### src/hw/rtl/cms_pkg.sv
`timescale 1ns / 1ps

package cms_pkg;

    localparam int WinDepth = 9;
    localparam int CloseLen = 3;
    localparam int CntWidth = 4;

    typedef logic [7:0]          byte_t;
    typedef logic [CntWidth-1:0] cnt_t;
    typedef byte_t               win_t [WinDepth];

    localparam cnt_t WinFull  = cnt_t'(WinDepth);
    localparam cnt_t CloseCnt = cnt_t'(CloseLen);
    localparam cnt_t CntOne   = cnt_t'(1);
    // A closer right behind the head byte leaves this many bytes before the emit.
    localparam cnt_t CloseAfterEmit = cnt_t'(CloseLen + 1);

    localparam byte_t OpenerPat [WinDepth] = '{
        8'h3C, 8'h21, 8'h5B, 8'h63, 8'h64, 8'h61, 8'h74, 8'h61, 8'h5B
    };
    localparam byte_t CloserPat [CloseLen] = '{8'h5D, 8'h5D, 8'h3E};

    localparam byte_t UpperA   = 8'h41;
    localparam byte_t UpperZ   = 8'h5A;
    localparam byte_t CaseStep = 8'h20;

    // One result item as it sits in the output queue.
    typedef struct packed {
        byte_t out_byte;
        logic  out_valid;
        logic  out_end;
    } res_t;

    // Outcome of one decision on the window head.
    typedef struct packed {
        logic  opener;
        logic  closer;
        byte_t head;
        logic  emit_last;
    } dec_t;

    function automatic byte_t fold_case(input byte_t c);
        byte_t r;
        r = c;
        if (c >= UpperA && c <= UpperZ)
        begin
            r = c + CaseStep;
        end
        return r;
    endfunction

endpackage

### src/hw/rtl/cms_in_if.sv
`timescale 1ns / 1ps

interface cms_in_if;
    logic       valid;
    logic       ready;
    logic [7:0] in_byte;
    logic       in_last;

    modport source (output valid, output in_byte, output in_last, input ready);
    modport sink   (input valid, input in_byte, input in_last, output ready);
endinterface

### src/hw/rtl/cms_out_if.sv
`timescale 1ns / 1ps

interface cms_out_if;
    logic       valid;
    logic       ready;
    logic [7:0] out_byte;
    logic       out_valid;
    logic       out_end;

    modport source (output valid, output out_byte, output out_valid, output out_end,
                    input ready);
    modport sink   (input valid, input out_byte, input out_valid, input out_end,
                    output ready);
endinterface

### src/hw/rtl/cms_decide.sv
`timescale 1ns / 1ps

module cms_decide (
    input  cms_pkg::byte_t win [cms_pkg::WinDepth],
    input  cms_pkg::cnt_t  cnt,
    input  logic           sect_open,
    output cms_pkg::dec_t  dec
);
    import cms_pkg::*;

    logic open_match;
    logic close_match;
    logic close_next;

    always_comb
    begin
        open_match  = 1'b1;
        close_match = 1'b1;
        close_next  = 1'b1;
        for (int k = 0; k < WinDepth; k++)
        begin
            if (fold_case(win[k]) != OpenerPat[k])
            begin
                open_match = 1'b0;
            end
        end
        for (int k = 0; k < CloseLen; k++)
        begin
            if (win[k] != CloserPat[k])
            begin
                close_match = 1'b0;
            end
            if (win[k+1] != CloserPat[k])
            begin
                close_next = 1'b0;
            end
        end

        dec.opener = open_match && (cnt == WinFull);
        dec.closer = !dec.opener && sect_open && close_match && (cnt >= CloseCnt);
        dec.head   = win[0];
        // During a drain an emitted byte is the final one when nothing remains
        // after it, or when only a closer remains inside a section.
        dec.emit_last = (cnt == CntOne) ||
                        (sect_open && close_next && (cnt == CloseAfterEmit));
    end

endmodule

### src/hw/rtl/cms_out_fifo.sv
`timescale 1ns / 1ps

module cms_out_fifo (
    input  logic             clk,
    input  logic             rst_n,
    input  logic             push,
    input  cms_pkg::res_t    push_data,
    output logic             can_push,
    cms_out_if.source        out_ch
);
    import cms_pkg::*;

    res_t       mem_reg [2];
    logic       wr_ptr_reg;
    logic       rd_ptr_reg;
    logic [1:0] cnt_reg;
    logic       pop;

    assign pop      = out_ch.valid && out_ch.ready;
    assign can_push = (cnt_reg != 2'd2);

    assign out_ch.valid     = (cnt_reg != 2'd0);
    assign out_ch.out_byte  = mem_reg[rd_ptr_reg].out_byte;
    assign out_ch.out_valid = mem_reg[rd_ptr_reg].out_valid;
    assign out_ch.out_end   = mem_reg[rd_ptr_reg].out_end;

    always_ff @(posedge clk)
    begin
        if (push)
        begin
            mem_reg[wr_ptr_reg] <= push_data;
        end
    end

    always_ff @(posedge clk or negedge rst_n)
    begin
        if (!rst_n)
        begin
            wr_ptr_reg <= 1'b0;
            rd_ptr_reg <= 1'b0;
            cnt_reg    <= 2'd0;
        end
        else
        begin
            if (push)
            begin
                wr_ptr_reg <= !wr_ptr_reg;
            end
            if (pop)
            begin
                rd_ptr_reg <= !rd_ptr_reg;
            end
            if (push && !pop)
            begin
                cnt_reg <= cnt_reg + 2'd1;
            end
            else if (pop && !push)
            begin
                cnt_reg <= cnt_reg - 2'd1;
            end
        end
    end

endmodule

### src/hw/rtl/cdata_marker_stripper_unit.sv
`timescale 1ns / 1ps

// CDATA marker stripper. Bytes of a document arrive one per transfer on in_ch and
// enter a nine-byte lookahead window; filtered bytes leave on out_ch. Once the window
// is full, each input byte causes one decision on the window head: an opener
// "<![CDATA[" (letters in any case) drops all nine bytes and marks the stream as
// inside a section, a "]]>" inside a section drops three bytes and leaves it, and any
// other head byte is passed on. In steady state the block takes one byte per clock
// cycle while the output queue has room, limited by the single decision unit that
// examines the window once a cycle; each result is registered in the output queue
// before it reaches out_ch. A transfer with in_last set starts a drain: input stalls
// while the window is emptied, one decision per cycle while the queue has room. The
// final result of a document carries out_end; a document that yields no byte at all
// ends with a single result with out_valid low and out_byte zero. After the drain the
// window is empty and the next byte starts a new document.
// A two-entry output queue lets input keep flowing while a result waits on out_ch.

module cdata_marker_stripper_unit (
    input  logic      clk,
    input  logic      rst_n,
    cms_in_if.sink    in_ch,
    cms_out_if.source out_ch
);
    import cms_pkg::*;

    byte_t win_reg   [WinDepth];
    byte_t win_next  [WinDepth];
    byte_t win_app   [WinDepth];
    byte_t dec_win   [WinDepth];
    byte_t win_sh1   [WinDepth];
    byte_t win_sh3   [WinDepth];
    byte_t win_after [WinDepth];

    cnt_t cnt_reg;
    cnt_t cnt_next;
    cnt_t cnt_app;
    cnt_t dec_cnt;
    cnt_t cnt_after;

    logic inside_reg;
    logic inside_next;
    logic inside_after;
    logic drain_reg;
    logic drain_next;
    logic any_reg;
    logic any_next;

    logic in_fire;
    logic step;
    logic emit;
    logic push;
    logic can_push;
    res_t push_data;
    dec_t dec;

    assign in_fire     = in_ch.valid && in_ch.ready;
    assign in_ch.ready = !drain_reg && can_push;

    cms_decide u_decide (
        .win       (dec_win),
        .cnt       (dec_cnt),
        .sect_open (inside_reg),
        .dec       (dec)
    );

    cms_out_fifo u_out_fifo (
        .clk       (clk),
        .rst_n     (rst_n),
        .push      (push),
        .push_data (push_data),
        .can_push  (can_push),
        .out_ch    (out_ch)
    );

    // Window with the incoming byte placed behind the bytes already held.
    always_comb
    begin
        for (int i = 0; i < WinDepth; i++)
        begin
            win_app[i] = (cnt_reg == cnt_t'(i)) ? in_ch.in_byte : win_reg[i];
        end
        cnt_app = cnt_reg + CntOne;
    end

    // The decision looks at the appended window on a normal transfer and at the
    // held window during a drain.
    always_comb
    begin
        for (int i = 0; i < WinDepth; i++)
        begin
            dec_win[i] = drain_reg ? win_reg[i] : win_app[i];
        end
        dec_cnt = drain_reg ? cnt_reg : cnt_app;
        step    = drain_reg ? can_push : (in_fire && !in_ch.in_last && (cnt_app == WinFull));
        emit    = !dec.opener && !dec.closer;
    end

    // Window after one decision: cleared, shifted by three or shifted by one.
    always_comb
    begin
        for (int i = 0; i < WinDepth; i++)
        begin
            win_sh1[i] = (i + 1 < WinDepth) ? dec_win[(i + 1) % WinDepth] : dec_win[i];
            win_sh3[i] = (i + CloseLen < WinDepth) ? dec_win[(i + CloseLen) % WinDepth]
                                                   : dec_win[i];
        end
        if (dec.opener)
        begin
            win_after    = dec_win;
            cnt_after    = '0;
            inside_after = 1'b1;
        end
        else if (dec.closer)
        begin
            win_after    = win_sh3;
            cnt_after    = dec_cnt - CloseCnt;
            inside_after = 1'b0;
        end
        else
        begin
            win_after    = win_sh1;
            cnt_after    = dec_cnt - CntOne;
            inside_after = inside_reg;
        end
    end

    // Next state of the window and the drain control.
    always_comb
    begin
        win_next    = win_reg;
        cnt_next    = cnt_reg;
        inside_next = inside_reg;
        drain_next  = drain_reg;
        any_next    = any_reg;
        if (step)
        begin
            win_next    = win_after;
            cnt_next    = cnt_after;
            inside_next = inside_after;
            if (drain_reg)
            begin
                any_next = any_reg || emit;
                if (cnt_after == '0)
                begin
                    drain_next  = 1'b0;
                    inside_next = 1'b0;
                end
            end
        end
        else if (in_fire)
        begin
            win_next = win_app;
            cnt_next = cnt_app;
            if (in_ch.in_last)
            begin
                drain_next = 1'b1;
                any_next   = 1'b0;
            end
        end
    end

    // A result goes to the queue for every emitted byte, and once as an empty end
    // marker when a drain finishes without having emitted anything.
    always_comb
    begin
        push = step && (emit || (drain_reg && (cnt_after == '0) && !any_reg));
        if (emit)
        begin
            push_data.out_byte  = dec.head;
            push_data.out_valid = 1'b1;
            push_data.out_end   = drain_reg && dec.emit_last;
        end
        else
        begin
            push_data.out_byte  = '0;
            push_data.out_valid = 1'b0;
            push_data.out_end   = 1'b1;
        end
    end

    always_ff @(posedge clk)
    begin
        win_reg <= win_next;
    end

    always_ff @(posedge clk or negedge rst_n)
    begin
        if (!rst_n)
        begin
            cnt_reg    <= '0;
            inside_reg <= 1'b0;
            drain_reg  <= 1'b0;
            any_reg    <= 1'b0;
        end
        else
        begin
            cnt_reg    <= cnt_next;
            inside_reg <= inside_next;
            drain_reg  <= drain_next;
            any_reg    <= any_next;
        end
    end

endmodule
### src/flat_wrapper.sv
// flat-port wrapper written by rule: the top's interface ports become plain ports
module cdata_marker_stripper_unit_flat import cms_pkg::*;
  (clk, rst_n, in_ch_valid, in_ch_in_byte, in_ch_in_last, in_ch_ready, out_ch_valid, out_ch_out_byte, out_ch_out_valid, out_ch_out_end, out_ch_ready);
  cms_in_if in_ch_i ();
  cms_out_if out_ch_i ();
  input  logic clk;
  input  logic rst_n;
  input wire logic [$bits(in_ch_i.valid)-1:0] in_ch_valid;
  input wire logic [$bits(in_ch_i.in_byte)-1:0] in_ch_in_byte;
  input wire logic [$bits(in_ch_i.in_last)-1:0] in_ch_in_last;
  output wire logic [$bits(in_ch_i.ready)-1:0] in_ch_ready;
  output wire logic [$bits(out_ch_i.valid)-1:0] out_ch_valid;
  output wire logic [$bits(out_ch_i.out_byte)-1:0] out_ch_out_byte;
  output wire logic [$bits(out_ch_i.out_valid)-1:0] out_ch_out_valid;
  output wire logic [$bits(out_ch_i.out_end)-1:0] out_ch_out_end;
  input wire logic [$bits(out_ch_i.ready)-1:0] out_ch_ready;
  assign in_ch_i.valid = in_ch_valid;
  assign in_ch_i.in_byte = in_ch_in_byte;
  assign in_ch_i.in_last = in_ch_in_last;
  assign in_ch_ready = in_ch_i.ready;
  assign out_ch_valid = out_ch_i.valid;
  assign out_ch_out_byte = out_ch_i.out_byte;
  assign out_ch_out_valid = out_ch_i.out_valid;
  assign out_ch_out_end = out_ch_i.out_end;
  assign out_ch_i.ready = out_ch_ready;
  cdata_marker_stripper_unit u_core (.clk(clk), .rst_n(rst_n), .in_ch(in_ch_i), .out_ch(out_ch_i));
endmodule
### config.mk
export PLATFORM = sky130hd
export DESIGN_NAME = cdata_marker_stripper_unit_flat
export DESIGN_NICKNAME = d
export VERILOG_FILES = /design/src/hw/rtl/cms_pkg.sv /design/src/hw/rtl/cms_in_if.sv /design/src/hw/rtl/cms_out_if.sv /design/src/hw/rtl/cms_decide.sv /design/src/hw/rtl/cms_out_fifo.sv /design/src/hw/rtl/cdata_marker_stripper_unit.sv /design/src/flat_wrapper.sv
export SDC_FILE = /design/constraint.sdc
export NUM_CORES = 1
export LEC_CHECK = 0
export BUFFER_PORTS_ARGS = -buffer_cell sky130_fd_sc_hd__clkbuf_2
export CAP_MARGIN = 20
export CELL_PAD_IN_SITES_DETAIL_PLACEMENT = 1
export CELL_PAD_IN_SITES_GLOBAL_PLACEMENT = 1
export CORE_UTILIZATION = 54
export DETAILED_ROUTE_END_ITERATION = 6
export PLACE_DENSITY = 0.89
export SYNTH_ARGS = -nofsm -noshare
export SYNTH_HDL_FRONTEND = slang
export SYNTH_HIERARCHICAL = 1
export SYNTH_SLANG_ARGS = --single-unit
### constraint.sdc
create_clock -name clk -period 8.04 [get_ports clk]
set_input_delay 0.804 -clock clk [delete_from_list [all_inputs] [get_ports clk]]
set_output_delay 0.804 -clock clk [all_outputs]
set_load 0.01 [all_outputs]
==> metrics.cfg <==
[layout]
fin_util = 0.5818
area_growth_pct = 4.641
largest_reg_flops = 72
layout.cells.non_filler = 1038
nNetsFinal = 876
nFillCells = 1650
drive_above_1_share = 0.1405
final_area_sq_um = 8519
num_antenna_cells = 0

[yosys]
synth_edf_count = 92
ys_seq_area_frac = 0.3731
ys_warn_count = 6
synth-seq-cells = 103
synthArstFlopShare = 0.1068
synth_fp_nets = 917
syn_area_per_cell_sq_um = 9.148
synth_ff_type = edfxtp_1
syn-cell-area_sq_um = 8142
synthDistinctLibCells = 62
syn_inst = 890

[pwr]
power_mw = 3.881
p_leak_nw = 3.218
powerDensity_nw_per_um2 = 455.5
ir_worst_vdd_v = 0.0002858

[floorplan]
fp.dieW_microns = 124.8
io_pins = 25
die_y_microns = 124.8
fp.coreArea_sq_um = 14640
start_util = 0.5560
dieArea_sq_um = 15570
rows = 44

[setup_path]
worstPathMaxFanout = 76
path_cells = inv_1, ha_1, and3_1, mux2_2, nor4_1, nand4_1, nor3_2, buf_4, fa_1, xor2_1, a211oi_1, nor2_1, a41o_1, nor2b_1
worst_setup_path_end_kind = flop
crit_path_top_delay_cell = nor2b_1
cp.required_ns = 8.03
criticalPathCategory = flop to flop
crit_arrival_ns = 6.51
cpPeakStageDelay_ns = 0.82
start_kind = flop

[clocking]
htreeDepth = 3
cts_tree = built
clkSlewWorstSetupHoldPaths_ns = 0.08
ctsResizeCount = 0
cts_made_buffers = 9
postCtsHoldBufs = 0
cts.sink_count = 103
ctsLongestPathBuffers = 2
post_cts_buffers = 0
clk_latency_ns = 0.37
cts_root_buf = clkbuf_16

[global_route]
grt_overflow = 0
grt_pass1_vias = 7489
grt_usage = 0.3540
grt_max_degree = 114
antenna_found_initial = 0
grt_pass1_wl_microns = 42640

[sta]
setup_viol = 0
setup_slack_ns = 1.526
fin_crit_sh = 0.8102
timing.hold.ws_ns = 0.3080
tightestPinTransition_ns = 1.107
slew_violations = 0
relSlewSlack = 0.2620
fin_crit_ns = 6.514
rsz0062_at_grt = false
clock.fmax_ghz = 0.1535
hold_viol_final = 0
fin_setup_tns_ns = 0
finClkSkew_ns = 0.007167

[routing]
drt-vias-per-instance = 6.997
drt-initial-drc-count = 742
drcViolationCount = 8
wl_per_cell_microns = 26.04
dr.pass1.iters = 7
ant_nets = 0
vias = 7263
wirelength_microns = 27030

[place]
dp.final_hpwl_microns = 18060
numPortBuffers = 24
dpl_cell_area_sq_um = 8194
post-place-ws_ns = 1.702
dp_cells = 1020
place_congestion = 0.9053

[flow_run]
maxCapViolCount = 0

[hold_path]
hold_path_class = input port to asynchronous set/reset pin

[status]
status = finished, violations left
violations = design-rule violations

synth_stat cells (3+ instances only):
library cell,instances,share of area
nand2_1,128,0.059
buf_6,3,0.0041
a21oi_1,26,0.016
mux2i_1,65,0.080
dfrtp_1,11,0.034
nor3_1,4,0.0025
o211ai_1,29,0.027
a211oi_1,50,0.046
nor4_1,5,0.0038
o22ai_1,8,0.0061
a31oi_1,45,0.035
nor4bb_1,5,0.0061
buf_4,12,0.011
mux2_2,51,0.071
nor2_1,28,0.013
nand4_1,4,0.0031
o21bai_1,8,0.0074
o21ai_0,36,0.022
inv_1,48,0.022
edfxtp_1,92,0.34
ha_1,13,0.020
nand2b_1,10,0.0077
xnor2_1,5,0.0054
buf_2,17,0.010
nor4b_1,8,0.0086
clkbuf_1,55,0.025
and2_1,10,0.0077
xor2_1,8,0.0086
and3_1,41,0.032
nand3_1,6,0.0037
o21ai_1,6,0.0037
nor2b_1,14,0.011
nand4b_1,5,0.0054
cell families after synthesis:
logic type,share of synthesized area
buffers and inverters,0.07453
adder cells (fa/ha/maj),0.02244
flip-flops,0.3731
XOR/XNOR,0.01399
AND/OR/NAND/NOR,0.1890
AO/OA/AOI/OAI,0.1764
multiplexers,0.1505
critical path: cells and delay by family, from the launching register on:
| family | cells | cell delay, ns |
|---|---|---|
| DFF | 1 | 0.53 |
| AOI/OAI and AO/OA | 2 | 0.46 |
| adders and majority gates | 2 | 1.05 |
| muxes | 1 | 0.43 |
| and+or+nand+nor | 6 | 2.58 |
| buffers and inverters | 2 | 0.81 |
| xor gates and xnor gates | 1 | 0.25 |
power by group:
group          switching (mW)  leakage, nW  internal [mW]
logic                    1.39         2.05          0.791
clock network           0.229        0.144          0.217
registers               0.196         1.02           1.06
per-layer routing:
metal	vias to the layer above	routed length, microns	share of wire	global-route usage
met2	379	12840	0.47	0.5790
met4	0	1043	0.039	0.1786
met1	3614	11080	0.41	0.4524
met3	78	2069	0.077	0.05885
li1	3192	-	-	-
met5	-	0	0	0
path summary, 6_finish.rpt:
kind,from,to,slack [ns],cells after the start
worst min-delay path,rst_n,u_core/u_out_fifo/cnt_reg[1]$_DFFE_PN0P_,0.31,1
worst min register to register,u_core/u_out_fifo/wr_ptr_reg$_DFFE_PN0P_,u_core/u_out_fifo/wr_ptr_reg$_DFFE_PN0P_,0.48,1
worst max-delay path,u_core/cnt_reg[0]$_DFFE_PN0P_,u_core/u_out_fifo/mem_reg[0][8]$_DFFE_PP_,1.53,14
min in group clk,u_core/u_out_fifo/wr_ptr_reg$_DFFE_PN0P_,u_core/u_out_fifo/wr_ptr_reg$_DFFE_PN0P_,0.48,1
worst max register to register,u_core/cnt_reg[0]$_DFFE_PN0P_,u_core/u_out_fifo/mem_reg[0][8]$_DFFE_PP_,1.53,14
max in group asynchronous,rst_n,u_core/cnt_reg[1]$_DFFE_PN0P_,7.50,1
placed cells by master (no fill, tap or decap), types with 4 or more instances in the layout:
| cell type | instances |
|---|---|
| a211oi_1 | 50 |
| a21oi_1 | 26 |
| a31oi_1 | 45 |
| and2_1 | 10 |
| and3_1 | 41 |
| buf_4 | 12 |
| clkbuf_16 | 9 |
| clkbuf_2 | 24 |
| dfrtp_1 | 11 |
| edfxtp_1 | 92 |
| ha_1 | 13 |
| inv_1 | 48 |
| mux2_2 | 51 |
| mux2i_1 | 65 |
| nand2_1 | 128 |
| nand2b_1 | 9 |
| nand3_1 | 6 |
| nand4_1 | 4 |
| nand4b_1 | 5 |
| nor2_1 | 28 |
| nor2b_1 | 14 |
| nor4_1 | 5 |
| nor4b_1 | 8 |
| o211ai_1 | 29 |
| o21ai_0 | 36 |
| o21ai_1 | 5 |
| o21bai_1 | 8 |
| o22ai_1 | 8 |
| xnor2_1 | 5 |
| xor2_1 | 8 |
cell type report:
type,count,area (sq um),area share
inverter,49,183.9,0.02159
clock inverter,7,65.06,0.007637
timing repair buffer,37,237.7,0.02790
multi-input combinational,649,4539,0.5328
sequential,103,3038,0.3566
clock buffer,9,225.2,0.02644
tap,184,230.2,0.02702
No activity file was read; power rests on OpenSTA's default activity.
